$ cat config.mk
export PLATFORM = sky130hd
export DESIGN_NAME = sensor_plausibility_minmax
export DESIGN_NICKNAME = d
export VERILOG_FILES = /design/src/sv/spmm_pkg.sv /design/src/sv/sensor_plausibility_minmax.sv
export SDC_FILE = /design/constraint.sdc
export NUM_CORES = 1
export LEC_CHECK = 0
export BUFFER_PORTS_ARGS = -buffer_cell sky130_fd_sc_hd__buf_2
export CAP_MARGIN = 20
export CORE_AREA = 10 10 193 195
export DETAILED_ROUTE_END_ITERATION = 16
export DIE_AREA = 0 0 203 205
export PLACE_DENSITY = 0.69
export SYNTH_ARGS = -nofsm -noshare
export SYNTH_HDL_FRONTEND = slang
export SYNTH_SLANG_ARGS = --single-unit
$ cat constraint.sdc
create_clock -name clk -period 16.1 [get_ports clk]
set_input_delay 0.805 -clock clk [delete_from_list [all_inputs] [get_ports clk]]
set_output_delay 0.805 -clock clk [all_outputs]
set_load 0.01 [all_outputs]
$ cat src/sv/spmm_pkg.sv
// ----------------------------------------------------------------------------
// Sensor plausibility min/max package
// Beat types, register map, status and action codes and reset values shared
// by the plausibility checker.
// ----------------------------------------------------------------------------
package spmm_pkg;

    localparam int unsigned ValueWidth = 12;
    localparam int unsigned CountWidth = 8;
    localparam int unsigned AddrWidth  = 5;
    localparam int unsigned DataWidth  = 32;

    typedef logic signed [ValueWidth-1:0] value_t;
    typedef logic        [ValueWidth-1:0] jump_t;
    typedef logic        [CountWidth-1:0] count_t;

    // Event codes carried in the action field.
    typedef enum logic [1:0] {
        ACT_READING = 2'd0,
        ACT_FAILED  = 2'd1,
        ACT_RESET   = 2'd2,
        ACT_RESET_B = 2'd3
    } action_t;

    typedef enum logic [2:0] {
        ST_ACCEPTED   = 3'd0,
        ST_READ_FAIL  = 3'd1,
        ST_TEMP_RANGE = 3'd2,
        ST_HUM_RANGE  = 3'd3,
        ST_TEMP_JUMP  = 3'd4,
        ST_HUM_JUMP   = 3'd5,
        ST_RESET      = 3'd6,
        ST_UNUSED     = 3'd7
    } status_t;

    // Word index of each configuration register (byte address is 4 * index).
    typedef enum logic [2:0] {
        REG_TEMP_LOW  = 3'd0,
        REG_TEMP_HIGH = 3'd1,
        REG_HUM_LOW   = 3'd2,
        REG_HUM_HIGH  = 3'd3,
        REG_TEMP_JUMP = 3'd4,
        REG_HUM_JUMP  = 3'd5,
        REG_FAIL_LIM  = 3'd6,
        REG_NONE      = 3'd7
    } reg_index_t;

    localparam value_t TempLowReset  = -12'sd400;
    localparam value_t TempHighReset = 12'sd1000;
    localparam value_t HumLowReset   = 12'sd0;
    localparam value_t HumHighReset  = 12'sd1000;
    localparam jump_t  TempJumpReset = 12'd100;
    localparam jump_t  HumJumpReset  = 12'd200;
    localparam count_t FailLimReset  = 8'd3;

    localparam value_t MostNeg  = {1'b1, {(ValueWidth-1){1'b0}}};
    localparam value_t MostPos  = {1'b0, {(ValueWidth-1){1'b1}}};
    localparam count_t CountMax = {CountWidth{1'b1}};

    typedef struct packed {
        action_t action;
        value_t  temperature_tenths;
        value_t  humidity_tenths;
    } sample_beat_t;

    typedef struct packed {
        status_t status;
        logic    data_valid;
        value_t  current_temp;
        value_t  current_hum;
        value_t  max_temp;
        value_t  min_temp;
        value_t  max_hum;
        value_t  min_hum;
        count_t  failure_count;
    } result_beat_t;

endpackage

$ cat src/sv/sensor_plausibility_minmax.sv
// ----------------------------------------------------------------------------
// Sensor plausibility check with running minimum and maximum
// Checks temperature/humidity readings against range and jump limits and
// keeps the current values, running extremes and a failure counter.
// ----------------------------------------------------------------------------
// Each input beat is one event: a reading, a failed sensor read or a
// statistics reset. The beat is captured in an input register; when it
// advances, the range and jump checks, the extreme updates and the failure
// counter are evaluated in one pass and the full result is loaded into the
// output register, with the internal state updated at the same edge. Every
// event gives exactly one result beat, which is held in the output register
// until it is taken. A new event can be accepted in every cycle, so sustained
// throughput is one beat per clock; the only limit is the single evaluation
// stage, which stalls only when the output register is full and not being
// drained.
// The limit registers sit on an APB-style port at byte addresses 0 to 24
// and must only be written while no event is in flight. Action code 3 is
// treated as a statistics reset.
module sensor_plausibility_minmax (
    input  logic                        clk,
    input  logic                        rst_n,
    // event input
    input  logic                        sample_valid,
    output logic                        sample_ready,
    input  spmm_pkg::sample_beat_t      sample,
    // result output
    output logic                        result_valid,
    input  logic                        result_ready,
    output spmm_pkg::result_beat_t      result,
    // configuration port
    input  logic                        psel,
    input  logic                        penable,
    input  logic                        pwrite,
    input  logic [spmm_pkg::AddrWidth-1:0] paddr,
    input  logic [spmm_pkg::DataWidth-1:0] pwdata,
    output logic [spmm_pkg::DataWidth-1:0] prdata,
    output logic                        pready
);
    import spmm_pkg::*;

    // ------------------------------------------------------------------
    // Configuration registers
    // ------------------------------------------------------------------
    value_t temp_low_reg, temp_high_reg, hum_low_reg, hum_high_reg;
    jump_t  temp_jump_reg, hum_jump_reg;
    count_t fail_lim_reg;
    logic   cfg_write;
    reg_index_t cfg_index;

    assign pready    = 1'b1;
    assign cfg_write = psel && penable && pwrite;
    assign cfg_index = reg_index_t'(paddr[AddrWidth-1:2]);

    always_ff @(posedge clk or negedge rst_n)
    begin
        if (!rst_n)
        begin
            temp_low_reg  <= TempLowReset;
            temp_high_reg <= TempHighReset;
            hum_low_reg   <= HumLowReset;
            hum_high_reg  <= HumHighReset;
            temp_jump_reg <= TempJumpReset;
            hum_jump_reg  <= HumJumpReset;
            fail_lim_reg  <= FailLimReset;
        end
        else if (cfg_write)
        begin
            case (cfg_index)
                REG_TEMP_LOW:  temp_low_reg  <= value_t'(pwdata[ValueWidth-1:0]);
                REG_TEMP_HIGH: temp_high_reg <= value_t'(pwdata[ValueWidth-1:0]);
                REG_HUM_LOW:   hum_low_reg   <= value_t'(pwdata[ValueWidth-1:0]);
                REG_HUM_HIGH:  hum_high_reg  <= value_t'(pwdata[ValueWidth-1:0]);
                REG_TEMP_JUMP: temp_jump_reg <= pwdata[ValueWidth-1:0];
                REG_HUM_JUMP:  hum_jump_reg  <= pwdata[ValueWidth-1:0];
                REG_FAIL_LIM:  fail_lim_reg  <= pwdata[CountWidth-1:0];
                default:       ;
            endcase
        end
    end

    // Signed limits read back sign-extended, the others zero-extended.
    always_comb
    begin
        case (cfg_index)
            REG_TEMP_LOW:  prdata = DataWidth'(signed'(temp_low_reg));
            REG_TEMP_HIGH: prdata = DataWidth'(signed'(temp_high_reg));
            REG_HUM_LOW:   prdata = DataWidth'(signed'(hum_low_reg));
            REG_HUM_HIGH:  prdata = DataWidth'(signed'(hum_high_reg));
            REG_TEMP_JUMP: prdata = DataWidth'(temp_jump_reg);
            REG_HUM_JUMP:  prdata = DataWidth'(hum_jump_reg);
            REG_FAIL_LIM:  prdata = DataWidth'(fail_lim_reg);
            default:       prdata = '0;
        endcase
    end

    // ------------------------------------------------------------------
    // Handshake: input register feeding the output register
    // ------------------------------------------------------------------
    logic         stage_valid_reg;
    sample_beat_t stage_reg;
    logic         out_valid_reg;
    result_beat_t out_reg;
    logic         advance;

    // The evaluation stage moves on whenever the output register is empty
    // or is being drained in this cycle.
    assign advance      = stage_valid_reg && (!out_valid_reg || result_ready);
    assign sample_ready = !stage_valid_reg || advance;
    assign result_valid = out_valid_reg;
    assign result       = out_reg;

    always_ff @(posedge clk or negedge rst_n)
    begin
        if (!rst_n)
        begin
            stage_valid_reg <= 1'b0;
            out_valid_reg   <= 1'b0;
        end
        else
        begin
            if (sample_ready)
            begin
                stage_valid_reg <= sample_valid;
            end
            if (advance)
            begin
                out_valid_reg <= 1'b1;
            end
            else if (result_ready)
            begin
                out_valid_reg <= 1'b0;
            end
        end
    end

    always_ff @(posedge clk)
    begin
        if (sample_ready && sample_valid)
        begin
            stage_reg <= sample;
        end
    end

    // ------------------------------------------------------------------
    // Tracking state
    // ------------------------------------------------------------------
    value_t last_temp_reg, last_hum_reg;
    value_t hi_temp_reg, lo_temp_reg, hi_hum_reg, lo_hum_reg;
    logic   data_valid_reg;
    count_t fail_cnt_reg;

    value_t last_temp_next, last_hum_next;
    value_t hi_temp_next, lo_temp_next, hi_hum_next, lo_hum_next;
    logic   data_valid_next;
    count_t fail_cnt_next;
    status_t status;

    logic signed [ValueWidth:0] temp_diff, hum_diff;
    logic        [ValueWidth:0] temp_step, hum_step;
    logic   temp_out_of_range, hum_out_of_range;
    logic   temp_jump_bad, hum_jump_bad;
    count_t fail_inc;
    value_t t_in, h_in;

    assign t_in = stage_reg.temperature_tenths;
    assign h_in = stage_reg.humidity_tenths;

    // Inclusive range checks; crossed limits reject everything.
    assign temp_out_of_range = (t_in < temp_low_reg) || (t_in > temp_high_reg);
    assign hum_out_of_range  = (h_in < hum_low_reg)  || (h_in > hum_high_reg);

    // Magnitude of the change from the last accepted value, one bit wider
    // so that the full span of two 12-bit values fits.
    assign temp_diff = (ValueWidth+1)'(t_in) - (ValueWidth+1)'(last_temp_reg);
    assign hum_diff  = (ValueWidth+1)'(h_in) - (ValueWidth+1)'(last_hum_reg);
    assign temp_step = temp_diff[ValueWidth] ? unsigned'(-temp_diff) : unsigned'(temp_diff);
    assign hum_step  = hum_diff[ValueWidth]  ? unsigned'(-hum_diff)  : unsigned'(hum_diff);
    assign temp_jump_bad = data_valid_reg && (temp_step > {1'b0, temp_jump_reg});
    assign hum_jump_bad  = data_valid_reg && (hum_step  > {1'b0, hum_jump_reg});

    assign fail_inc = (fail_cnt_reg == CountMax) ? fail_cnt_reg : fail_cnt_reg + 1'b1;

    always_comb
    begin
        last_temp_next  = last_temp_reg;
        last_hum_next   = last_hum_reg;
        hi_temp_next    = hi_temp_reg;
        lo_temp_next    = lo_temp_reg;
        hi_hum_next     = hi_hum_reg;
        lo_hum_next     = lo_hum_reg;
        data_valid_next = data_valid_reg;
        fail_cnt_next   = fail_cnt_reg;

        // Only bit 1 of the action selects a statistics reset.
        if (stage_reg.action[1])
        begin
            status = ST_RESET;
        end
        else if (stage_reg.action == ACT_FAILED)
        begin
            status = ST_READ_FAIL;
        end
        else if (temp_out_of_range)
        begin
            status = ST_TEMP_RANGE;
        end
        else if (hum_out_of_range)
        begin
            status = ST_HUM_RANGE;
        end
        else if (temp_jump_bad)
        begin
            status = ST_TEMP_JUMP;
        end
        else if (hum_jump_bad)
        begin
            status = ST_HUM_JUMP;
        end
        else
        begin
            status = ST_ACCEPTED;
        end

        if (status == ST_RESET)
        begin
            hi_temp_next    = MostNeg;
            lo_temp_next    = MostPos;
            hi_hum_next     = MostNeg;
            lo_hum_next     = MostPos;
            data_valid_next = 1'b0;
            fail_cnt_next   = '0;
        end
        else if (status == ST_ACCEPTED)
        begin
            last_temp_next  = t_in;
            last_hum_next   = h_in;
            data_valid_next = 1'b1;
            fail_cnt_next   = '0;
            if (t_in > hi_temp_reg)
            begin
                hi_temp_next = t_in;
            end
            if (t_in < lo_temp_reg)
            begin
                lo_temp_next = t_in;
            end
            if (h_in > hi_hum_reg)
            begin
                hi_hum_next = h_in;
            end
            if (h_in < lo_hum_reg)
            begin
                lo_hum_next = h_in;
            end
        end
        else
        begin
            fail_cnt_next = fail_inc;
            if (fail_inc >= fail_lim_reg)
            begin
                data_valid_next = 1'b0;
            end
        end
    end

    always_ff @(posedge clk or negedge rst_n)
    begin
        if (!rst_n)
        begin
            last_temp_reg  <= '0;
            last_hum_reg   <= '0;
            hi_temp_reg    <= MostNeg;
            lo_temp_reg    <= MostPos;
            hi_hum_reg     <= MostNeg;
            lo_hum_reg     <= MostPos;
            data_valid_reg <= 1'b0;
            fail_cnt_reg   <= '0;
        end
        else if (advance)
        begin
            last_temp_reg  <= last_temp_next;
            last_hum_reg   <= last_hum_next;
            hi_temp_reg    <= hi_temp_next;
            lo_temp_reg    <= lo_temp_next;
            hi_hum_reg     <= hi_hum_next;
            lo_hum_reg     <= lo_hum_next;
            data_valid_reg <= data_valid_next;
            fail_cnt_reg   <= fail_cnt_next;
        end
    end

    // The result reports the state after the update.
    always_ff @(posedge clk)
    begin
        if (advance)
        begin
            out_reg.status        <= status;
            out_reg.data_valid    <= data_valid_next;
            out_reg.current_temp  <= last_temp_next;
            out_reg.current_hum   <= last_hum_next;
            out_reg.max_temp      <= hi_temp_next;
            out_reg.min_temp      <= lo_temp_next;
            out_reg.max_hum       <= hi_hum_next;
            out_reg.min_hum       <= lo_hum_next;
            out_reg.failure_count <= fail_cnt_next;
        end
    end

endmodule

### After elaboration in Yosys (flattened, before gate mapping)

Cells that the tools add are included.

* register bits: 273
* input bits: 70
* output and inout port bits: 119
* word-level logic and storage cells: 109

* add/subtract/negate cells: 5
* magnitude comparators: 11
* equality and inequality tests: 9
* muxes and demuxes: 33
* reductions and logical operators: 22

Operators by type and width (count)
* $pmux W32 S7: 1
* $mux W12: 16
* $gt A12 B12 Y1: 4
* $lt A12 B12 Y1: 4
* $gt A13 B12 Y1: 2
* $mux W13: 2
* $neg A13 Y13: 2
* $sub A12 B12 Y13: 2
* $mux W8: 3
* $mux W3: 6
* $reduce_and A2 Y1: 7
* $eq A3 B3 Y1 const B: 4
* $add A8 B1 Y8 const B: 1
* $eq A8 B8 Y1 const B: 1
* $ge A8 B8 Y1: 1
* $eq A3 B2 Y1 const B: 2
* $logic_and A1 B1 Y1: 6
* $logic_not A3 Y1: 2
* $mux W1: 5
* $logic_or A1 B1 Y1: 4
* $eq A3 B1 Y1 const B: 1
* $eq A2 B1 Y1 const B: 1
* $logic_not A1 Y1: 2
* $reduce_bool A2 Y1: 1

### Depth between registers and ports, before layout

* word-level depth: 14
* gate-level depth with buffers: 24

### Worst setup path after synthesis

No wires, ideal clock.

* path type: reg-to-reg
* start point: register stage_reg (netlist bit t_in[0])
* end point: register out_reg (netlist bit result[48]) (data pin)
* library setup time: 0.266 ns
* arrival: 5.209 ns
* data required time: 15.834 ns
* path slack: 10.626 ns
* cell stages (with the launch flop): 23
* path buffers: 1
* clock period less this slack: 5.474 ns
* path through: edfxtp_1 -> inv_1 -> ha_1 -> fa_1 -> nand2b_1 -> a21oi_1 -> o22ai_1 -> o21ai_0 -> nand2_1 -> a31oi_1 -> nor2_1 -> xnor2_1 -> ha_1 -> and3_1 -> a221o_1 -> a221oi_1 -> a211oi_1 -> a31oi_1 -> a311oi_4 -> nor3_2 -> buf_2 -> mux2i_1 -> nor2_1

* cells in the longest elaborated chain, start to end: 13
* elaborated cells on any way between the ends: 19
* classes of those cells: 2 x add/sub; 4 x order compare; 1 x eq/ne; 9 x mux; 3 x reduce/logical

Ends and longest elaborated chain
* from (decl): line sensor_plausibility_minmax.sv:100 `sample_beat_t stage_reg;`
* from (signal assigned): line sensor_plausibility_minmax.sv:140 `stage_reg <= sample;`
* $sub A12 B12 Y13: line sensor_plausibility_minmax.sv:174 `assign temp_diff = (ValueWidth+1)'(t_in) - (ValueWidth+1)'(last_temp_reg);`
* $neg A13 Y13: line sensor_plausibility_minmax.sv:176 `assign temp_step = temp_diff[ValueWidth] ? unsigned'(-temp_diff) : unsigned'(temp_diff);`
* $mux W13: line sensor_plausibility_minmax.sv:176
* $gt A13 B12 Y1: line sensor_plausibility_minmax.sv:178 `assign temp_jump_bad = data_valid_reg && (temp_step > {1'b0, temp_jump_reg});`
* $logic_and A1 B1 Y1: line sensor_plausibility_minmax.sv:178
* $mux W3: line sensor_plausibility_minmax.sv:211 `else if (temp_jump_bad)`
* $mux W3: line sensor_plausibility_minmax.sv:207 `else if (hum_out_of_range)`
* $mux W3: line sensor_plausibility_minmax.sv:203 `else if (temp_out_of_range)`
* $mux W3: line sensor_plausibility_minmax.sv:199 `else if (stage_reg.action == ACT_FAILED)`
* $mux W3: line sensor_plausibility_minmax.sv:195 `if (stage_reg.action[1])`
* $logic_not A3 Y1: line sensor_plausibility_minmax.sv:233 `else if (status == ST_ACCEPTED)`
* $mux W12: line sensor_plausibility_minmax.sv:233
* $mux W12 *: line sensor_plausibility_minmax.sv:224 `if (status == ST_RESET)`
* via hi_temp_next[4]: line sensor_plausibility_minmax.sv:153 `value_t hi_temp_next, lo_temp_next, hi_hum_next, lo_hum_next;`
* to (decl): line sensor_plausibility_minmax.sv:102 `result_beat_t out_reg;`

The timed path passes the listed nets; every way through them passes the cells marked *.
A chain may end at the register's enable or synchronous reset.

### Worst setup path after layout

* start point: register stage_reg (netlist bit t_in[0])
* end point: register lo_hum_reg[1]

* cells in the longest elaborated chain, start to end: 13
* elaborated cells on any way between the ends: 17
* classes of those cells: 2 x add/sub; 3 x order compare; 1 x eq/ne; 8 x mux; 3 x reduce/logical

Ends and longest elaborated chain
* $sub A12 B12 Y13: line sensor_plausibility_minmax.sv:174
* $neg A13 Y13: line sensor_plausibility_minmax.sv:176
* $mux W13: line sensor_plausibility_minmax.sv:176
* $gt A13 B12 Y1: line sensor_plausibility_minmax.sv:178
* $logic_and A1 B1 Y1: line sensor_plausibility_minmax.sv:178
* $mux W3: line sensor_plausibility_minmax.sv:211
* $mux W3: line sensor_plausibility_minmax.sv:207
* $mux W3 *: line sensor_plausibility_minmax.sv:203
* $mux W3 *: line sensor_plausibility_minmax.sv:199
* $mux W3 *: line sensor_plausibility_minmax.sv:195
* $logic_not A3 Y1: line sensor_plausibility_minmax.sv:233
* $mux W12: line sensor_plausibility_minmax.sv:233
* $mux W12 *: line sensor_plausibility_minmax.sv:224
* to (signal assigned): line sensor_plausibility_minmax.sv:275 `lo_hum_reg <= MostPos;`
* to (signal assigned): line sensor_plausibility_minmax.sv:286 `lo_hum_reg <= lo_hum_next;`
* to (decl): line sensor_plausibility_minmax.sv:148 `value_t hi_temp_reg, lo_temp_reg, hi_hum_reg, lo_hum_reg;`

Every way passes the cells marked *; elsewhere a longest branch is shown, timed or not.

==> results.toml <==
[global_route]
grt_util_met2_pct = 35.3
grtUsageTotal_pct = 20.7
use_met1_pct = 26.6
gr-total-overflow = 0
grt_max_degree = 95
antenna_found_initial = 0
grt_pass1_vias = 12700
grt_busiest_layer = "met2"
grt_pass1_wl_mm = 69.4
use_met3_pct = 2.78

[clock_network]
cts.repair.resized = 0
cts.htree.levels = 1
cts_sinks = 273
cts_buffers = 30
cts_setup_buffers = 0
clk-insertion-delay-late_ps = 580
cts_tree = "done"
clock_path_buffers = 3
cts_hold_buf = 0
clkTransAtPathRegs_ps = 70
cts-root-buf = "clkbuf_16"

[synth]
ys_top_cells_by_area = "edfxtp_1 20%, dfrtp_1 17%, ha_1 11%, dfstp_2 7.9%, mux2_2 4.4%"
synth_async_sr_flop_share_pct = 59.7
synth.most_common_cell = "inv_1"
synth_cell_types = 78
synth_top_area_share_pct = 20.0
seq_area_frac_synth_pct = 45.0
ys.flop_type = "dfrtp_1"
synth_edf_count = 110
netlist_instances = 1598
ys.warnings.count = 0
synth_nets = 1821
ys_seq_elements = 273
yosys.area.top_type = "edfxtp_1"
syn_area_um2 = 16500
synth.avg_cell_area_um2 = 10.3
synth_common_cells = "173 x inv_1, 151 x ha_1, 123 x nand2_1"

[run]
maxCapViolCount = 0

[sta]
finalSetupViolCount = 0
fin_crit_sh_pct = 45.9
fin_tns_setup_ps = 0
slew_headroom_pct = 36.7
hold_viol = 0
max_freq_mhz = 135
tightest_slew_ps = 949
rsz0062_at_grt = "no"
fin_crit_ps = 7390
clock_skew_ps = 26.9
maxSlewViolCount = 0

[route]
totalWireLength_mm = 44.0
via_per_inst = 5.70
dr.pass1.iters = 6
drc = 0
wl_per_cell_um = 19.9
vias = 12600
ant_nets = 0
drtIter0Drc = 831

[cells_and_area]
largest_reg_flops = 84
final_nets = 1961
diodes = 0
area_growth_pct = 13.6
drive_gt1_share_pct = 21.6

[placement]
portBuffers = 165
dp_hpwl_mm = 31.9
place.gp.congestion = 0.907

[min_path]
hold_class = "input pin to async pin"

[pwr]
leakage_nw = 8.35
vdd_ir_drop_max_mv = 0.0922
p_per_area_nw_per_um2 = 159
power_mw = 2.99

[floorplanning]
dieArea_um2 = 41600
core-area_um2 = 33300
start_util_pct = 49.7
die_h_um = 205
num_rows = 67
boundaryPins = 189
fp.dieW_um = 203

[worst_setup_path]
crit_path_max_fanout = 11
crit_arrival_ps = 7890
path_class = "register to register"
start_kind = "register"
end_kind = "register"
cp.required_ps = 16600

[run_status]
status = "complete, no violations"
==> critical path: stages, from the launching register on <==
cell and delay [ps]:
edfxtp_1 550, inv_1 220, ha_1 270, fa_1 460, nand2b_1 220, a21oi_1 210
o22ai_1 170, o21ai_0 480, nand2_1 160, a31oi_1 580, a21oi_1 130, xnor2_1 210
ha_1 280, and3_1 190, a221o_1 360, a221oi_1 250, a211oi_1 180, a31oi_1 500
a311oi_4 310, nor3_1 770, nand2_1 460, o22a_1 320
==> cell usage in the layout, fill, tap and decap left out, types with 6 or more instances in the layout <==
| cell | Yosys | routed |
|---|---|---|
| nand2b_1 | 21 | 21 |
| o22ai_1 | 25 | 25 |
| buf_4 | 20 | 24 |
| o221ai_1 | 7 | 7 |
| nand3b_1 | 6 | 6 |
| a21o_1 | 22 | 22 |
| a2111oi_0 | 6 | 6 |
| nor2b_1 | 16 | 16 |
| a2bb2oi_1 | 22 | 22 |
| xnor2_1 | 24 | 24 |
| a31oi_1 | 23 | 23 |
| xor2_1 | 17 | 17 |
| clkbuf_16 | 0 | 30 |
| ha_1 | 151 | 151 |
| edfxtp_1 | 110 | 110 |
| nand3_1 | 23 | 23 |
| o22a_1 | 45 | 45 |
| dfrtp_1 | 113 | 113 |
| nand2_1 | 123 | 123 |
| mux2_2 | 65 | 65 |
| nand4_1 | 22 | 22 |
| o2111ai_1 | 8 | 8 |
| or3_1 | 7 | 7 |
| buf_2 | 17 | 164 |
| dfstp_2 | 50 | 50 |
| nor3_1 | 16 | 14 |
| o211ai_1 | 6 | 6 |
| o21ai_0 | 104 | 104 |
| o21a_1 | 13 | 13 |
| a21oi_1 | 57 | 57 |
| nor2_1 | 93 | 93 |
| inv_1 | 173 | 173 |
| mux2i_1 | 44 | 44 |
| o31ai_1 | 12 | 12 |
==> power by group <==
part           total, mW  switching [mW]  internal [mW]
clock              0.730           0.295          0.435
combinational       1.27           0.728          0.543
sequential         0.985          0.0933          0.892
total               2.99            1.12           1.87
==> cell type report <==
class	count	area [um2]
Clock buffer	37	797
Sequential cell	273	7440
Fill cell	2865	14500
Tap cell	448	561
Multi-Input combinational cell	1070	8050
Clock inverter	19	263
Timing Repair Buffer	189	1010
Inverter	174	656
==> stage by stage <==
step / area (um2) / instances / setup WS, ps / utilization [%] / hold slack (ps)
global route: 18800 / 2210 / 8410 / 56.4 / 375
global placement: 17700 / 2153 / 9090 / 53.2 / 468
CTS: 18800 / 2209 / 8880 / 56.4 / 373
finish: 18800 / 2210 / 8710 / 56.4 / 354
detailed placement: 17700 / 2153 / 8950 / 53.2 / 485
floorplan: 16500 / 1598 / 10630 / - / 457
==> path summary, 6_finish.rpt <==
check / start / end / slack [ps] / depth (start not counted)
hold reg to reg: stage_valid_reg$_DFFE_PN0N_ / result_valid$_DFFE_PN0P_ / 490 / 1
max in group asynchronous: rst_n / temp_low_reg[1]$_DFFE_PN0P_ / 14210 / 2
min in group clk: sample[0] / h_in[0]$_DFFE_PP_ / 400 / 1
hold / removal: rst_n / fail_cnt_reg[2]$_DFFE_PN0P_ / 350 / 1
setup reg to reg: t_in[0]$_DFFE_PP_ / lo_hum_reg[1]$_DFFE_PN1P_ / 8710 / 21
setup / recovery: t_in[0]$_DFFE_PP_ / lo_hum_reg[1]$_DFFE_PN1P_ / 8710 / 21
==> routing by layer <==
metal	vias up	routed length (um)
li1	6067	-
met1	6116	19200
met2	340	21300
met3	77	2160
met4	0	1350
met5	-	0
==> cells by family after synthesis <==
| logic type | share of synthesized area [%] |
|---|---|
| DFF | 45.0 |
| buffers and inverters | 6.42 |
| muxes | 7.77 |
| other | 0.0227 |
| adders and majority gates | 11.7 |
| AOI/OAI and AO/OA | 16.5 |
| xor gates and xnor gates | 2.17 |
| and+or+nand+nor | 10.5 |
No activity file was read; power rests on OpenSTA's default activity.
